<file path="src/fdm_pkg.sv">
// Shared types and constants for the floppy drive mechanics block.
package fdm_pkg;

  localparam int COUNT_WIDTH = 24;
  localparam int DIV_WIDTH   = COUNT_WIDTH + 1;
  localparam int DIV_STEPS   = DIV_WIDTH;
  localparam int STEP_CNT_W  = $clog2(DIV_STEPS + 1);
  localparam int CFG_DATA_W  = 24;
  localparam int CFG_IDX_W   = 2;
  localparam int QUEUE_DEPTH = 2;

  // Raw bytes per track are 25 << 7 (5.25-inch), doubled by 8-inch and by
  // double density, so ticks per byte is a shift followed by a divide by 25
  localparam int BASE_SHIFT  = 7;
  localparam int PB_W        = COUNT_WIDTH - BASE_SHIFT;
  localparam int RECIP_SHIFT = PB_W + 5;
  localparam int RECIP_W     = RECIP_SHIFT - 4;
  localparam int PROD_W      = PB_W + RECIP_W;
  localparam longint RECIP_25_L = ((64'd1 << RECIP_SHIFT) + 64'd24) / 64'd25;
  localparam logic [RECIP_W-1:0] RECIP_25 = RECIP_W'(RECIP_25_L);

  localparam logic [COUNT_WIDTH-1:0] INDEX_TICKS   = COUNT_WIDTH'(2000);
  localparam logic [14:0]            CHAR_POS_MAX  = 15'h7FFF;

  localparam logic [CFG_IDX_W-1:0] REG_EIGHT_INCH    = 2'd0;
  localparam logic [CFG_IDX_W-1:0] REG_HEAD_COUNT    = 2'd1;
  localparam logic [CFG_IDX_W-1:0] REG_TRACK_COUNT   = 2'd2;
  localparam logic [CFG_IDX_W-1:0] REG_TICKS_PER_REV = 2'd3;

  localparam logic [2:0] CMD_TICK   = 3'd0;
  localparam logic [2:0] CMD_STEP   = 3'd1;
  localparam logic [2:0] CMD_SIDE   = 3'd2;
  localparam logic [2:0] CMD_MOTOR  = 3'd3;
  localparam logic [2:0] CMD_LOAD   = 3'd4;
  localparam logic [2:0] CMD_CHANGE = 3'd5;

  typedef enum logic [2:0] {
    OP_NOP, OP_TICK, OP_STEP, OP_SIDE, OP_MOTOR, OP_LOAD, OP_CHANGE
  } op_t;

  typedef struct packed {
    op_t         op;
    logic [15:0] cycles;
    logic        direction;
    logic [7:0]  side;
    logic        level;
    logic        disk_present;
    logic        disk_write_protect;
    logic        double_density;
  } item_t;

endpackage

</file>
<file path="src/fdm_if.sv">
// Channel interfaces for command transactions and status results.
interface fdm_in_if;
  logic        valid;
  logic        ready;
  logic [2:0]  command;
  logic [15:0] cycles;
  logic        direction;
  logic [7:0]  side;
  logic        level;
  logic        disk_present;
  logic        disk_write_protect;
  logic        double_density;
  modport source (output valid, command, cycles, direction, side, level, disk_present,
                  disk_write_protect, double_density, input ready);
  modport sink (input valid, command, cycles, direction, side, level, disk_present,
                disk_write_protect, double_density, output ready);
endinterface

interface fdm_out_if;
  logic        valid;
  logic        ready;
  logic [6:0]  track;
  logic        head;
  logic        track_zero;
  logic        index_pulse;
  logic        write_protected;
  logic        head_loaded;
  logic        motor_on;
  logic [14:0] char_pos;
  modport source (output valid, track, head, track_zero, index_pulse, write_protected,
                  head_loaded, motor_on, char_pos, input ready);
  modport sink (input valid, track, head, track_zero, index_pulse, write_protected,
                head_loaded, motor_on, char_pos, output ready);
endinterface

</file>
<file path="src/fdm_front.sv">
// Front end: accepts command transactions, decodes them and queues them.
module fdm_front import fdm_pkg::*; (
  input  logic  clk,
  input  logic  rst_n,
  fdm_in_if.sink in_ch,
  output logic  q_valid,
  output item_t q_item,
  input  logic  q_pop
);
  localparam int PTR_W = $clog2(QUEUE_DEPTH);

  item_t            mem_r [QUEUE_DEPTH];
  logic [PTR_W-1:0] wr_ptr_r, rd_ptr_r;
  logic [PTR_W:0]   fill_r;
  item_t            dec;
  logic             push, pop;

  always_comb begin
    dec.cycles             = in_ch.cycles;
    dec.direction          = in_ch.direction;
    dec.side               = in_ch.side;
    dec.level              = in_ch.level;
    dec.disk_present       = in_ch.disk_present;
    dec.disk_write_protect = in_ch.disk_write_protect;
    dec.double_density     = in_ch.double_density;
    case (in_ch.command)
      CMD_TICK:   dec.op = OP_TICK;
      CMD_STEP:   dec.op = OP_STEP;
      CMD_SIDE:   dec.op = OP_SIDE;
      CMD_MOTOR:  dec.op = OP_MOTOR;
      CMD_LOAD:   dec.op = OP_LOAD;
      CMD_CHANGE: dec.op = OP_CHANGE;
      default:    dec.op = OP_NOP;
    endcase
  end

  assign in_ch.ready = (fill_r != (PTR_W+1)'(QUEUE_DEPTH));
  assign push        = in_ch.valid && in_ch.ready;
  assign q_valid     = (fill_r != '0);
  assign pop         = q_pop && q_valid;
  assign q_item      = mem_r[rd_ptr_r];

  always_ff @(posedge clk) begin
    if (!rst_n) begin
      wr_ptr_r <= '0;
      rd_ptr_r <= '0;
      fill_r   <= '0;
    end else begin
      if (push) wr_ptr_r <= wr_ptr_r + 1'b1;
      if (pop)  rd_ptr_r <= rd_ptr_r + 1'b1;
      fill_r <= fill_r + (PTR_W+1)'(push) - (PTR_W+1)'(pop);
    end
  end

  always_ff @(posedge clk) begin
    if (push) mem_r[wr_ptr_r] <= dec;
  end
endmodule

</file>
<file path="src/fdm_div.sv">
// Shared restoring divider, one quotient bit per cycle.
module fdm_div import fdm_pkg::*; (
  input  logic                   clk,
  input  logic                   rst_n,
  input  logic                   start,
  input  logic [DIV_WIDTH-1:0]   dividend,
  input  logic [COUNT_WIDTH-1:0] divisor,
  output logic                   done,
  output logic [DIV_WIDTH-1:0]   quotient,
  output logic [COUNT_WIDTH-1:0] remainder
);
  logic [DIV_WIDTH-1:0]   rem_r, quo_r;
  logic [COUNT_WIDTH-1:0] den_r;
  logic [STEP_CNT_W-1:0]  cnt_r;
  logic                   busy_r, done_r;
  logic [DIV_WIDTH-1:0]   shifted, diff;
  logic                   fits;

  assign shifted   = {rem_r[DIV_WIDTH-2:0], quo_r[DIV_WIDTH-1]};
  assign fits      = shifted >= {1'b0, den_r};
  assign diff      = shifted - {1'b0, den_r};
  assign done      = done_r;
  assign quotient  = quo_r;
  assign remainder = rem_r[COUNT_WIDTH-1:0];

  always_ff @(posedge clk) begin
    if (!rst_n) begin
      busy_r <= 1'b0;
      done_r <= 1'b0;
      cnt_r  <= '0;
    end else begin
      done_r <= 1'b0;
      if (start) begin
        busy_r <= 1'b1;
        cnt_r  <= '0;
      end else if (busy_r) begin
        cnt_r <= cnt_r + 1'b1;
        if (cnt_r == STEP_CNT_W'(DIV_STEPS - 1)) begin
          busy_r <= 1'b0;
          done_r <= 1'b1;
        end
      end
    end
  end

  always_ff @(posedge clk) begin
    if (start) begin
      rem_r <= '0;
      quo_r <= dividend;
      den_r <= divisor;
    end else if (busy_r) begin
      rem_r <= fits ? diff : shifted;
      quo_r <= {quo_r[DIV_WIDTH-2:0], fits};
    end
  end
endmodule

</file>
<file path="src/fdm_back.sv">
// Back end: drive state, configuration registers, sequencer and result register.
module fdm_back import fdm_pkg::*; (
  input  logic                  clk,
  input  logic                  rst_n,
  input  logic                  cfg_we,
  input  logic [CFG_IDX_W-1:0]  cfg_idx,
  input  logic [CFG_DATA_W-1:0] cfg_data,
  input  logic                  q_valid,
  input  item_t                 q_item,
  output logic                  q_pop,
  fdm_out_if.source             out_ch
);
  typedef enum logic [2:0] {S_IDLE, S_MOD, S_PB, S_POS, S_OUT} state_t;

  state_t                 state_r;
  logic                   eight_r;
  logic [1:0]             heads_r;
  logic [7:0]             tracks_r;
  logic [COUNT_WIDTH-1:0] tpr_r;
  logic [6:0]             track_r;
  logic                   hsel_r, index_r, motor_r, load_r, disk_r, prot_r;
  logic [COUNT_WIDTH-1:0] rc_r;
  logic                   dd_r;

  logic                   out_valid_r;
  logic [6:0]             o_track_r;
  logic                   o_head_r, o_tz_r, o_idx_r, o_wp_r, o_load_r, o_motor_r;
  logic [14:0]            o_pos_r;
  logic [DIV_WIDTH-1:0]   pos_q_r;

  logic                   div_start, div_done;
  logic [DIV_WIDTH-1:0]   div_a, quo;
  logic [COUNT_WIDTH-1:0] div_b, rem;
  logic [6:0]             last_track;
  logic [PB_W-1:0]        pb_t;
  logic [PROD_W-1:0]      pb_prod;
  logic [PB_W-5:0]        pb_q;
  logic [COUNT_WIDTH-1:0] per_byte;
  logic                   out_free;
  logic                   tick_mod;

  fdm_div u_div (
    .clk, .rst_n, .start(div_start), .dividend(div_a), .divisor(div_b),
    .done(div_done), .quotient(quo), .remainder(rem)
  );

  always_comb begin
    if (tracks_r == 8'd0)       last_track = 7'd0;
    else if (tracks_r[7])       last_track = 7'd127;
    else                        last_track = tracks_r[6:0] - 7'd1;
    // ticks per byte by reciprocal multiplication
    pb_t     = PB_W'(tpr_r >> (BASE_SHIFT + int'(eight_r) + int'(dd_r)));
    pb_prod  = PROD_W'(pb_t) * PROD_W'(RECIP_25);
    pb_q     = pb_prod[PROD_W-1:RECIP_SHIFT];
    per_byte = (pb_q == '0) ? COUNT_WIDTH'(1) : COUNT_WIDTH'(pb_q);
  end

  assign tick_mod = (q_item.op == OP_TICK) && disk_r && motor_r && (tpr_r != '0);
  assign out_free = !out_valid_r || out_ch.ready;
  assign q_pop    = (state_r == S_IDLE) && q_valid;

  // divider operands per sequencer step
  always_comb begin
    div_start = 1'b0;
    div_a     = {1'b0, rc_r};
    div_b     = tpr_r;
    case (state_r)
      S_IDLE: begin
        div_a     = {1'b0, rc_r} + DIV_WIDTH'(q_item.cycles);
        div_start = q_valid && tick_mod;
      end
      S_PB: begin
        div_b     = per_byte;
        div_start = 1'b1;
      end
      default: ;
    endcase
  end

  always_ff @(posedge clk) begin
    if (!rst_n) begin
      state_r     <= S_IDLE;
      eight_r     <= 1'b0;
      heads_r     <= 2'd1;
      tracks_r    <= 8'd40;
      tpr_r       <= COUNT_WIDTH'(400000);
      track_r     <= '0;
      hsel_r      <= 1'b0;
      rc_r        <= '0;
      index_r     <= 1'b0;
      motor_r     <= 1'b0;
      load_r      <= 1'b1;
      disk_r      <= 1'b0;
      prot_r      <= 1'b0;
      out_valid_r <= 1'b0;
    end else begin
      if (cfg_we) begin
        case (cfg_idx)
          REG_EIGHT_INCH:    eight_r  <= cfg_data[0];
          REG_HEAD_COUNT:    heads_r  <= cfg_data[1:0];
          REG_TRACK_COUNT:   tracks_r <= cfg_data[7:0];
          REG_TICKS_PER_REV: tpr_r    <= cfg_data[COUNT_WIDTH-1:0];
          default: ;
        endcase
      end
      if (state_r == S_OUT && out_free) out_valid_r <= 1'b1;
      else if (out_ch.ready)            out_valid_r <= 1'b0;
      case (state_r)
        S_IDLE: begin
          if (q_valid) begin
            dd_r <= q_item.double_density;
            // tick without spin-up leaves the counter alone
            state_r <= tick_mod ? S_MOD : S_PB;
            case (q_item.op)
              OP_TICK: begin
                if (disk_r && motor_r && tpr_r == '0) begin
                  rc_r    <= '0;
                  index_r <= 1'b1;
                end
              end
              OP_STEP: begin
                if (q_item.direction) begin
                  if (track_r < last_track) track_r <= track_r + 7'd1;
                end else if (track_r != 7'd0) begin
                  track_r <= track_r - 7'd1;
                end
              end
              OP_SIDE:   hsel_r <= heads_r[1] ? q_item.side[0] : 1'b0;
              OP_MOTOR:  if (!eight_r) motor_r <= q_item.level;
              OP_LOAD:   if (eight_r)  load_r  <= q_item.level;
              OP_CHANGE: begin
                disk_r <= q_item.disk_present;
                prot_r <= q_item.disk_present & q_item.disk_write_protect;
              end
              default: ;
            endcase
          end
        end
        S_MOD: begin
          if (div_done) begin
            rc_r    <= rem;
            index_r <= rem < INDEX_TICKS;
            state_r <= S_PB;
          end
        end
        S_PB: begin
          state_r <= S_POS;
        end
        S_POS: begin
          if (div_done) state_r <= S_OUT;
        end
        S_OUT: begin
          if (out_free) state_r <= S_IDLE;
        end
        default: state_r <= S_IDLE;
      endcase
    end
  end

  always_ff @(posedge clk) begin
    if (state_r == S_POS && div_done) pos_q_r <= quo;
    if (state_r == S_OUT && out_free) begin
      o_track_r <= track_r;
      o_head_r  <= hsel_r;
      o_tz_r    <= (track_r == 7'd0);
      o_idx_r   <= index_r;
      o_wp_r    <= prot_r;
      o_load_r  <= load_r;
      o_motor_r <= motor_r;
      o_pos_r   <= (pos_q_r > DIV_WIDTH'(CHAR_POS_MAX)) ? CHAR_POS_MAX : pos_q_r[14:0];
    end
  end

  assign out_ch.valid           = out_valid_r;
  assign out_ch.track           = o_track_r;
  assign out_ch.head            = o_head_r;
  assign out_ch.track_zero      = o_tz_r;
  assign out_ch.index_pulse     = o_idx_r;
  assign out_ch.write_protected = o_wp_r;
  assign out_ch.head_loaded     = o_load_r;
  assign out_ch.motor_on        = o_motor_r;
  assign out_ch.char_pos        = o_pos_r;
endmodule

</file>
<file path="src/floppy_drive_mechanics.sv">
// A counting tick runs two divides (modulo, then position) on the shared 25-step
// divider, any other command one; each result then waits until the output is free.
// The back end finishes one item before it takes the next from the queue, and a
// two-entry queue takes new transactions while the back end works.
// Synchronous active-low reset restores drive state; the drive starts as 5.25-inch.
module floppy_drive_mechanics import fdm_pkg::*; (
  input  logic                  clk,
  input  logic                  rst_n,
  input  logic                  cfg_we,
  input  logic [CFG_IDX_W-1:0]  cfg_idx,
  input  logic [CFG_DATA_W-1:0] cfg_data,
  fdm_in_if.sink                in_ch,
  fdm_out_if.source             out_ch
);
  logic  q_valid, q_pop;
  item_t q_item;

  fdm_front u_front (
    .clk, .rst_n, .in_ch, .q_valid, .q_item, .q_pop
  );

  fdm_back u_back (
    .clk, .rst_n, .cfg_we, .cfg_idx, .cfg_data, .q_valid, .q_item, .q_pop, .out_ch
  );
endmodule

</file>
<file path="src/flat_wrapper.sv">
// flat-port wrapper written by rule: the top's interface ports become plain ports
module floppy_drive_mechanics_flat import fdm_pkg::*;
  (clk, rst_n, cfg_we, cfg_idx, cfg_data, in_ch_valid, in_ch_command, in_ch_cycles, in_ch_direction, in_ch_side, in_ch_level, in_ch_disk_present, in_ch_disk_write_protect, in_ch_double_density, in_ch_ready, out_ch_valid, out_ch_track, out_ch_head, out_ch_track_zero, out_ch_index_pulse, out_ch_write_protected, out_ch_head_loaded, out_ch_motor_on, out_ch_char_pos, out_ch_ready);
  fdm_in_if in_ch_i ();
  fdm_out_if out_ch_i ();
  input  logic clk;
  input  logic rst_n;
  input  logic cfg_we;
  input  logic [CFG_IDX_W-1:0] cfg_idx;
  input  logic [CFG_DATA_W-1:0] cfg_data;
  input wire logic [$bits(in_ch_i.valid)-1:0] in_ch_valid;
  input wire logic [$bits(in_ch_i.command)-1:0] in_ch_command;
  input wire logic [$bits(in_ch_i.cycles)-1:0] in_ch_cycles;
  input wire logic [$bits(in_ch_i.direction)-1:0] in_ch_direction;
  input wire logic [$bits(in_ch_i.side)-1:0] in_ch_side;
  input wire logic [$bits(in_ch_i.level)-1:0] in_ch_level;
  input wire logic [$bits(in_ch_i.disk_present)-1:0] in_ch_disk_present;
  input wire logic [$bits(in_ch_i.disk_write_protect)-1:0] in_ch_disk_write_protect;
  input wire logic [$bits(in_ch_i.double_density)-1:0] in_ch_double_density;
  output wire logic [$bits(in_ch_i.ready)-1:0] in_ch_ready;
  output wire logic [$bits(out_ch_i.valid)-1:0] out_ch_valid;
  output wire logic [$bits(out_ch_i.track)-1:0] out_ch_track;
  output wire logic [$bits(out_ch_i.head)-1:0] out_ch_head;
  output wire logic [$bits(out_ch_i.track_zero)-1:0] out_ch_track_zero;
  output wire logic [$bits(out_ch_i.index_pulse)-1:0] out_ch_index_pulse;
  output wire logic [$bits(out_ch_i.write_protected)-1:0] out_ch_write_protected;
  output wire logic [$bits(out_ch_i.head_loaded)-1:0] out_ch_head_loaded;
  output wire logic [$bits(out_ch_i.motor_on)-1:0] out_ch_motor_on;
  output wire logic [$bits(out_ch_i.char_pos)-1:0] out_ch_char_pos;
  input wire logic [$bits(out_ch_i.ready)-1:0] out_ch_ready;
  assign in_ch_i.valid = in_ch_valid;
  assign in_ch_i.command = in_ch_command;
  assign in_ch_i.cycles = in_ch_cycles;
  assign in_ch_i.direction = in_ch_direction;
  assign in_ch_i.side = in_ch_side;
  assign in_ch_i.level = in_ch_level;
  assign in_ch_i.disk_present = in_ch_disk_present;
  assign in_ch_i.disk_write_protect = in_ch_disk_write_protect;
  assign in_ch_i.double_density = in_ch_double_density;
  assign in_ch_ready = in_ch_i.ready;
  assign out_ch_valid = out_ch_i.valid;
  assign out_ch_track = out_ch_i.track;
  assign out_ch_head = out_ch_i.head;
  assign out_ch_track_zero = out_ch_i.track_zero;
  assign out_ch_index_pulse = out_ch_i.index_pulse;
  assign out_ch_write_protected = out_ch_i.write_protected;
  assign out_ch_head_loaded = out_ch_i.head_loaded;
  assign out_ch_motor_on = out_ch_i.motor_on;
  assign out_ch_char_pos = out_ch_i.char_pos;
  assign out_ch_i.ready = out_ch_ready;
  floppy_drive_mechanics u_core (.clk(clk), .rst_n(rst_n), .cfg_we(cfg_we), .cfg_idx(cfg_idx), .cfg_data(cfg_data), .in_ch(in_ch_i), .out_ch(out_ch_i));
endmodule
</file>
<file path="config.mk">
export PLATFORM = sky130hd
export DESIGN_NAME = floppy_drive_mechanics_flat
export DESIGN_NICKNAME = d
export VERILOG_FILES = /design/src/fdm_pkg.sv /design/src/fdm_if.sv /design/src/fdm_front.sv /design/src/fdm_div.sv /design/src/fdm_back.sv /design/src/floppy_drive_mechanics.sv /design/src/flat_wrapper.sv
export SDC_FILE = /design/constraint.sdc
export NUM_CORES = 1
export LEC_CHECK = 0
export ABC_AREA = 1
export BUFFER_PORTS_ARGS = -buffer_cell sky130_fd_sc_hd__buf_2
export CORE_MARGIN = 10
export CORE_UTILIZATION = 40
export DETAILED_ROUTE_END_ITERATION = 8
export GPL_TIMING_DRIVEN = 1
export SETUP_SLACK_MARGIN = 0.02
export SLEW_MARGIN = 15
export SYNTH_ARGS = -nofsm -noshare
export SYNTH_HDL_FRONTEND = slang
export SYNTH_SLANG_ARGS = --single-unit
export TNS_END_PERCENT = 1
</file>
<file path="constraint.sdc">
create_clock -name clk -period 10.4 [get_ports clk]
set_clock_uncertainty 0.2 [all_clocks]
set_input_delay 1.56 -clock clk [delete_from_list [all_inputs] [get_ports clk]]
set_output_delay 1.56 -clock clk [all_outputs]
set_load 0.05 [all_outputs]
</file>
==> impl_metrics.csv, run 1 <==
group,metric,value,unit
run_status,outcome,"complete, no violations",
synth,yosysWarningCount,0,
sta,max_clock_freq,117,MHz
sta,tightest_slew,1.09,ns
sta,min_period,8.54,ns
finish,fin_nets,2791,
cts,hold_buffers,0,
grt,antenna_found_initial,2,
hold_path,hold_path.class,"flop to flop",
critical_path,worst_path_most_repeated_cell,"nand2_1",
grt,first_global_vias,15500,
finish,multi_input_area,10900,um^2
detailed_routing,vias_per_cell,5.08,
floorplan,io_pins,93,
synth,synth_fp_nets,2717,
critical_path,cp_num_cells,34,
cts,cts_max_level,1,
detailed_routing,drtIter0Drc,998,
placement,portBuffers,85,
critical_path,cp.arrival,8.74,ns
finish,area_delta_synth_final,9.81,%
synth,ys_ff_latch,264,
detailed_routing,wl_per_cell,16.5,um
run,maxCapViolCount,0,
hold_path,whs_path_depth,0,
synth,synth_area_leader_cell,"edfxtp_1",
sta,rsz0062_at_grt,"false",
finish,drive_above_1_share,0.0763,
synth,yosys-top-cells-area,"edfxtp_1 23%, ha_1 13%, fa_1 11%",
grt,grtUsageTotal,0.174,
cts,cts_inserted_buffers,26,
hold_path,worstHoldStart,"u_core.u_back.prot_r",
critical_path,r2r_cells,34,
grt,grt_pass1_wl,81300,um
cts,clock_latency,0.54,ns
sta,final-setup-viol-count,0,
floorplan,core.rowCount,80,
detailed_routing,drc_errors,0,
floorplan,die_x,241,um
synth,yosysMostFrequentCell,"nand2_1",
floorplan,initial_utilization,0.407,
sta,hold_slack,0.232,ns
synth,synth_cell_types,52,
synth,synth_ff_type,"edfxtp_1",
cts,cts_root_buf,"clkbuf_16",
sta,slew_violations,0,
cts,cts_setup_buffers,0,
detailed_routing,ant_nets,0,
synth,synthesis.area,19600,um^2
critical_path,worst-path-max-fanout,33,
cts,cts.clk_slew.worst_paths,0.07,ns
placement,place_hpwl,40600,um
cts,cts.sinks,264,
detailed_routing,routed_wl,50300,um
floorplan,die_y,241,um
cts,post_cts_resized,0,
finish,final-seq-area,6820,um^2
finish,antennaDiodeCount,0,
synth,avgSynthCellArea,8.35,um^2
synth,syn_inst,2343,
placement,gp_congestion,0.930,
critical_path,reg2reg_from,"u_core.u_back.eight_r",
finish,nFillCells,4839,
synth,yosysSeqAreaShare,0.348,
cts,cts_tree,"yes",
sta,period_share,0.821,
critical_path,endpoint_kind,"flop",
sta,finalHoldViolCount,0,
synth,synth_edf_count,153,
floorplan,die_area,58200,um^2
sta,slew_headroom,0.275,
critical_path,crit_type,"flop to flop",
critical_path,max_stage_delay,0.89,ns
critical_path,startpoint,"u_core.u_back.eight_r",
cts,clockBufferDepth,3,
synth,synth_top_area_frac,0.235,
critical_path,startpoint_type,"flop",
sta,fin_setup_tns,0,ns
grt,grt_max_degree,55,
critical_path,cp.required,10.60,ns
critical_path,crit_family,"adder cells",
critical_path,critPathBufInv,9,
floorplan,core-area,48000,um^2
synth,netlist_top_cells_count,"466 x nand2_1, 424 x inv_1, 199 x ha_1, 172 x a21oi_1, 168 x nor2_1",
critical_path,crit_slowest_cell,"ha_1",
grt,grt.overflow.total,0,
detailed_routing,vias,15500,
detailed_routing,first_pass_iters,7,
synth,async_flop_share,0,
-- metal layers --
metal | vias up | wire, um | GRT usage
met3 | 54 | 2540 | 0.0279
met4 | 0 | 752 | 0.0284
li1 | 7814 | - | -
met2 | 303 | 22300 | 0.274
met5 | - | 0 | 0
met1 | 7326 | 24800 | 0.251
-- metrics by stage --
stage                     setup slack [ns]  instances  cell area (um^2)   util
final                                 1.86       3052             21500  0.447
after floorplan                       3.28       2343             19600      -
after CTS                             1.86       3052             21500  0.447
after detailed placement              1.92       3004             20600  0.429
after global placement                1.93       3004             20600  0.429
after global routing                  1.33       3052             21500  0.447
-- sequential cells by signal, indices dropped and copies added (netlist names), 2 cells and up, named ones only --
name,count
u_core.u_back.state_r,3
u_core.u_back.u_div.cnt_r,5
u_core.u_back.rc_r,24
u_core.u_back.track_r,7
u_core.u_back.tpr_r,24
u_core.u_back.out_ch.char_pos,15
u_core.u_front.mem_r,50
u_core.u_back.pos_q_r,25
u_core.u_back.out_ch.track,7
u_core.u_back.u_div.quotient,25
u_core.u_back.u_div.rem_r,24
u_core.u_back.tracks_r,8
u_core.u_front.fill_r,2
u_core.u_back.u_div.den_r,24
-- final timing paths --
path	end	slack, ns
hold / removal	u_core.u_back.out_ch.write_protected	0.23
setup reg to reg	u_core.u_back.u_div.den_r[0]	1.86
hold reg to reg	u_core.u_back.out_ch.write_protected	0.23
setup / recovery	u_core.u_back.u_div.den_r[0]	1.86
-- layout make-up --
cell class                 count  area share
clock inverter                 5     0.00349
tap                          615      0.0358
sequential                   264       0.317
timing repair buffer         100      0.0250
clock buffer                  43      0.0374
inverter                     434      0.0759
multi-input combinational   1591       0.505
-- kinds of logic (layout without fill, tap and decap cells) --
kind of cell,after synthesis,in the layout,synth area share
AOI/OAI and AO/OA,425,425,0.121
xor gates and xnor gates,38,38,0.0170
adders and majority gates,311,311,0.242
buffers and inverters,488,582,0.0977
DFF,264,264,0.348
and+or+nand+nor,817,817,0.174
-- worst register-to-register path, delay by kind of cell (launching register included) --
kind,cells,cell delay [ns]
fa+ha+maj,8,4.44
simple gates,14,1.43
compound gates,3,1.11
buf+inv,9,0.81
flops,1,0.42
-- cells in the final DEF, fill, tap and decap left out, types with 4 or more instances in the layout --
cell / count
nor2_2: 4
xnor2_1: 15
buf_4: 15
a21o_1: 15
clkbuf_16: 28
nand3b_1: 4
xor2_1: 23
o22ai_1: 9
a21oi_1: 172
a211oi_1: 6
nor3_1: 27
dfxtp_1: 111
o21ai_1: 22
buf_2: 85
nand2_1: 466
o21ai_0: 140
nor4_1: 16
inv_2: 8
nor2_1: 165
or2_2: 12
edfxtp_1: 153
clkbuf_1: 9
fa_1: 112
a32o_1: 5
a31oi_1: 14
o21bai_1: 12
nand4_1: 12
nand2_2: 7
clkbuf_8: 4
inv_1: 424
o211ai_1: 13
nor2_4: 4
ha_1: 199
nand3_1: 92
Power of run 1 is not shown: default switching activity piles up to over one toggle a cycle in this logic, so the estimate is an artifact.
==> inputs of run 2 (changes only) <==
Clock period 10.4 ns to 8.1 ns, I/O delays scaled along.
==> run 2 against run 1 <==
Die area unchanged. Hold slack better by 0.0094 ns. Non-clock buffer count up 26. Clock-buffer cell count shrank 4. Wire length is 0.80% lower. Critical endpoint unchanged. Global-route usage up 0.20 points. Sequential share of layout area shrank 0.25 points. Highest routed layer unchanged. Via count up 0.18%. Core utilization grew 0.35 points. Sequential cell count did not move. Critical path depth is 7 lower.
==> impl_metrics.csv, run 2 (synthesis results as in run 1) <==
group,metric,value,unit
run_status,outcome,"complete, no violations",
floorplan,core.rowCount,80,
cts,clockBufferDepth,3,
critical_path,endpoint_kind,"flop",
critical_path,startpoint_type,"flop",
critical_path,cp.arrival,7.67,ns
finish,max_flop_register,"u_core.u_front.mem_r",
sta,fin_setup_tns,0,ns
sta,finalHoldViolCount,0,
floorplan,die_y,241,um
grt,grt.overflow.total,0,
sta,period_share,0.922,
floorplan,core-area,48000,um^2
hold_path,hold_path.class,"flop to flop",
sta,rsz0062_at_grt,"false",
detailed_routing,vias,15500,
cts,cts_root_buf,"clkbuf_16",
finish,area_delta_synth_final,10.7,%
sta,max_clock_freq,134,MHz
detailed_routing,ant_nets,0,
finish,largest_reg_flops,50,
floorplan,io_pins,93,
floorplan,initial_utilization,0.407,
detailed_routing,drc_errors,0,
grt,antenna_found_initial,0,
sta,slew_violations,0,
detailed_routing,vias_per_cell,5.04,
cts,cts.clk_slew.worst_paths,0.06,ns
cts,cts_inserted_buffers,26,
finish,fin_nets,2817,
detailed_routing,first_pass_iters,5,
placement,portBuffers,85,
grt,first_global_vias,15500,
detailed_routing,routed_wl,49900,um
run,maxCapViolCount,0,
critical_path,crit_type,"flop to flop",
critical_path,worst-path-max-fanout,26,
finish,drive_above_1_share,0.0881,
cts,cts.sinks,264,
cts,cts_tree,"yes",
detailed_routing,drtIter0Drc,947,
cts,clock_latency,0.55,ns
cts,hold_buffers,0,
sta,tightest_slew,1.07,ns
sta,final-setup-viol-count,0,
placement,place_hpwl,40600,um
sta,min_period,7.47,ns
detailed_routing,wl_per_cell,16.2,um
finish,antennaDiodeCount,0,
finish,final_common_cell,"nand2_1",
sta,slew_headroom,0.286,
grt,grt_max_degree,50,
finish,final_cell_mix,"466 x nand2_1, 426 x inv_1, 198 x ha_1",
grt,grt_pass1_wl,82000,um
cts,cts_max_level,1,
placement,gp_congestion,0.906,
floorplan,die_x,241,um
floorplan,die_area,58200,um^2
grt,grtUsageTotal,0.176,
critical_path,cp.required,8.31,ns
==> run 2: cell count changes in the layout (fill, tap and decap cells not counted), moves of 2 or more <==
cell	delta
buf_4	+26
inv_1	+2
clkbuf_1	-5
clkbuf_8	+2
bufinv_16	-2
==> run 2: worst paths after layout <==
path | from | slack (ns) | cells after the start | endpoint
max reg2reg | u_core.u_back.dd_r | 0.63 | 27 | u_core.u_back.u_div.den_r[0]
min reg2reg | u_core.u_back.load_r | 0.24 | 0 | u_core.u_back.out_ch.head_loaded
max | u_core.u_back.dd_r | 0.63 | 27 | u_core.u_back.u_div.den_r[0]
min | u_core.u_back.load_r | 0.24 | 0 | u_core.u_back.out_ch.head_loaded
==> run 2: per-stage QoR <==
step / std cells / worst slack (ns) / cell area, um^2 / hold WS [ns] / util
detailed placement: 3030 / 0.358 / 20800 / 0.229 / 0.433
global placement: 3030 / 0.353 / 20800 / 0.221 / 0.433
global route: 3078 / 0.0611 / 21700 / 0.254 / 0.451
floorplan: 2343 / 0.983 / 19600 / 0.203 / -
CTS: 3078 / 0.304 / 21600 / 0.245 / 0.451
finish: 3078 / 0.631 / 21700 / 0.241 / 0.451
==> run 2: area by class of cell <==
cell class                 count  area, um^2
clock buffer                  39         786
clock inverter                 9        60.1
fill                        4766       26400
inverter                     434        1630
multi-input combinational   1591       10900
sequential                   264        6820
tap                          615         769
timing repair buffer         126         733
==> run 2: worst max-delay path, cell delays in order (launching register included) <==
cell,delay [ns]
edfxtp_1,0.36
inv_1,0.07
ha_2,0.40
o21ai_0,0.46
inv_1,0.08
o21ai_0,0.18
buf_4,0.21
inv_1,0.14
fa_1,0.54
fa_1,0.55
fa_1,0.45
fa_1,0.55
fa_1,0.55
inv_1,0.05
fa_1,0.54
inv_1,0.04
ha_1,0.31
nand2_1,0.11
nor2_1,0.05
o21ai_0,0.24
nand3_1,0.22
a21oi_1,0.22
nand3_1,0.11
nand2_1,0.13
nand3_1,0.12
nor3_1,0.20
nand2_1,0.10
a21oi_2,0.11
==> run 2: what timing repair did <==
action	CTS	global route
resized for setup	0	2
setup buffers	0	0
endpoints found under the hold margin	0	0
endpoints found under the setup margin	0	5
==> run 2: metal layers <==
layer	share of wire	global-route usage	wire length, um
met2	0.44	0.277	22000
met3	0.051	0.0299	2520
met1	0.49	0.252	24600
met5	0	0	0
met4	0.016	0.0305	786
Power of run 2 is left out for the same reason.
==> inputs of run 3 (changes only) <==
Settings changed: SYNTH_HIERARCHICAL set to 1, TNS_END_PERCENT 1 to 50.
==> run 3 against run 2 <==
Die area grew 4.1%. Final cell count is 7.7% higher. Core utilization fell by 0.16 points. Clock-buffer cell count down 2. Non-clock buffer count rose by 12. Synthesized area is 4.5% higher. Largest cell class unchanged.
==> impl_metrics.csv, run 3 <==
group,metric,value,unit
floorplan,initial_utilization,0.406,
sta,fin_setup_tns,0,ns
detailed_routing,drc_errors,0,
floorplan,io_pins,93,
sta,period_share,0.909,
critical_path,crit_type,"flop to flop",
cts,post_cts_resized,0,
detailed_routing,routed_wl,52300,um
placement,gp_congestion,0.951,
cts,clock_latency,0.55,ns
detailed_routing,first_pass_iters,5,
critical_path,ff2ff_setup_slack,0.74,ns
synth,synth_fp_nets,2879,
grt,grt_pass1_wl,85200,um
sta,min_period,7.36,ns
critical_path,reg2reg_from,"u_core/u_back/eight_r",
grt,grt.overflow.total,0,
critical_path,r2r-end,"u_core/u_back/u_div/den_r[0]",
finish,fin_nets,2995,
floorplan,die_area,60500,um^2
synth,synthesis.area,20400,um^2
floorplan,die_y,246,um
critical_path,startpoint_type,"flop",
cts,cts.sinks,264,
sta,rsz0062_at_grt,"false",
synth,syn_inst,2506,
synth,avgSynthCellArea,8.16,um^2
cts,cts_tree,"yes",
cts,cts_setup_buffers,0,
placement,portBuffers,85,
detailed_routing,vias_per_cell,4.95,
critical_path,crit_slowest_cell,"fa_1",
finish,final_common_cell,"nand2_1",
detailed_routing,drtIter0Drc,1017,
cts,clockBufferDepth,3,
detailed_routing,vias,16400,
sta,tightest_slew,0.933,ns
synth,yosysWarningCount,6,
detailed_routing,ant_nets,0,
finish,max_flop_register,"u_core/u_front/mem_r",
hold_path,min_to,"u_core/u_back/out_ch.write_protected",
floorplan,core.rowCount,82,
finish,final_cell_mix,"554 x nand2_1, 496 x inv_1, 197 x ha_1",
run,maxCapViolCount,0,
cts,cts.clk_slew.worst_paths,0.06,ns
grt,grt_max_degree,59,
run_status,outcome,"complete, no violations",
grt,grtUsageTotal,0.173,
finish,antennaDiodeCount,0,
hold_path,whs_path_depth,0,
finish,area_delta_synth_final,10.7,%
critical_path,worst-path-max-fanout,26,
detailed_routing,wl_per_cell,15.8,um
placement,place_hpwl,43500,um
finish,largest_reg_flops,50,
cts,cts_inserted_buffers,26,
floorplan,die_x,246,um
critical_path,cp.required,8.31,ns
floorplan,core-area,50400,um^2
cts,cts_max_level,1,
hold_path,hold_path.class,"flop to flop",
cts,hold_buffers,0,
grt,first_global_vias,16300,
critical_path,r2r_cells,29,
sta,slew_violations,0,
hold_path,worstHoldStart,"u_core/u_back/prot_r",
sta,slew_headroom,0.374,
sta,final-setup-viol-count,0,
critical_path,cp.arrival,7.57,ns
critical_path,max_stage_delay,0.62,ns
critical_path,endpoint_kind,"flop",
sta,max_clock_freq,136,MHz
finish,drive_above_1_share,0.0988,
cts,cts_root_buf,"clkbuf_16",
grt,antenna_found_initial,0,
sta,finalHoldViolCount,0,
## run 3: per-stage QoR
stage               cell area (um^2)  instances  setup WS, ns   util  hold slack (ns)
floorplan                      20400       2506         0.912      -            0.203
global placement               21800       3266         0.391  0.434            0.216
detailed placement             21800       3266         0.408  0.434            0.226
CTS                            22600       3314         0.351  0.449            0.242
global route                   22600       3314         0.196  0.449            0.260
finish                         22600       3314         0.738  0.449            0.239
## run 3: routing by layer
layer,part of all wire,GRT usage
met1,0.49,0.246
met2,0.45,0.279
met3,0.044,0.0216
met4,0.017,0.0301
met5,0,0
## run 3: how the worst max path moves through the flow
stage / start / endpoint / slack, ns / cells past startpoint
2_1_floorplan: u_core/u_back/eight_r / u_core/u_back/u_div/den_r[0] / 0.91 / 31
3_3_place_gp: u_core/u_back/eight_r / u_core/u_back/u_div/den_r[0] / 0.39 / 29
3_5_place_dp: u_core/u_back/eight_r / u_core/u_back/u_div/den_r[0] / 0.41 / 29
4_1_cts: u_core/u_back/eight_r / u_core/u_back/u_div/den_r[0] / 0.35 / 29
5_1_grt: u_core/u_back/eight_r / u_core/u_back/u_div/den_r[0] / 0.20 / 35
6_report: u_core/u_back/eight_r / u_core/u_back/u_div/den_r[0] / 0.74 / 29
## run 3: worst max-delay path, delay by kind of cell, from the launching register on
family,cells,cell delay [ns]
compound gates,6,1.21
fa+ha+maj,8,3.94
buf+inv,6,0.56
flops,1,0.39
simple gates,9,0.89
## run 3: layout make-up
type / count / area (um^2)
multi-input combinational: 1681 / 11500
clock buffer: 37 / 702
timing repair buffer: 138 / 823
tap: 672 / 841
fill: 5063 / 27800
inverter: 511 / 1920
sequential: 264 / 6820
clock inverter: 11 / 70.1
Power of run 3 is left out for the same reason.
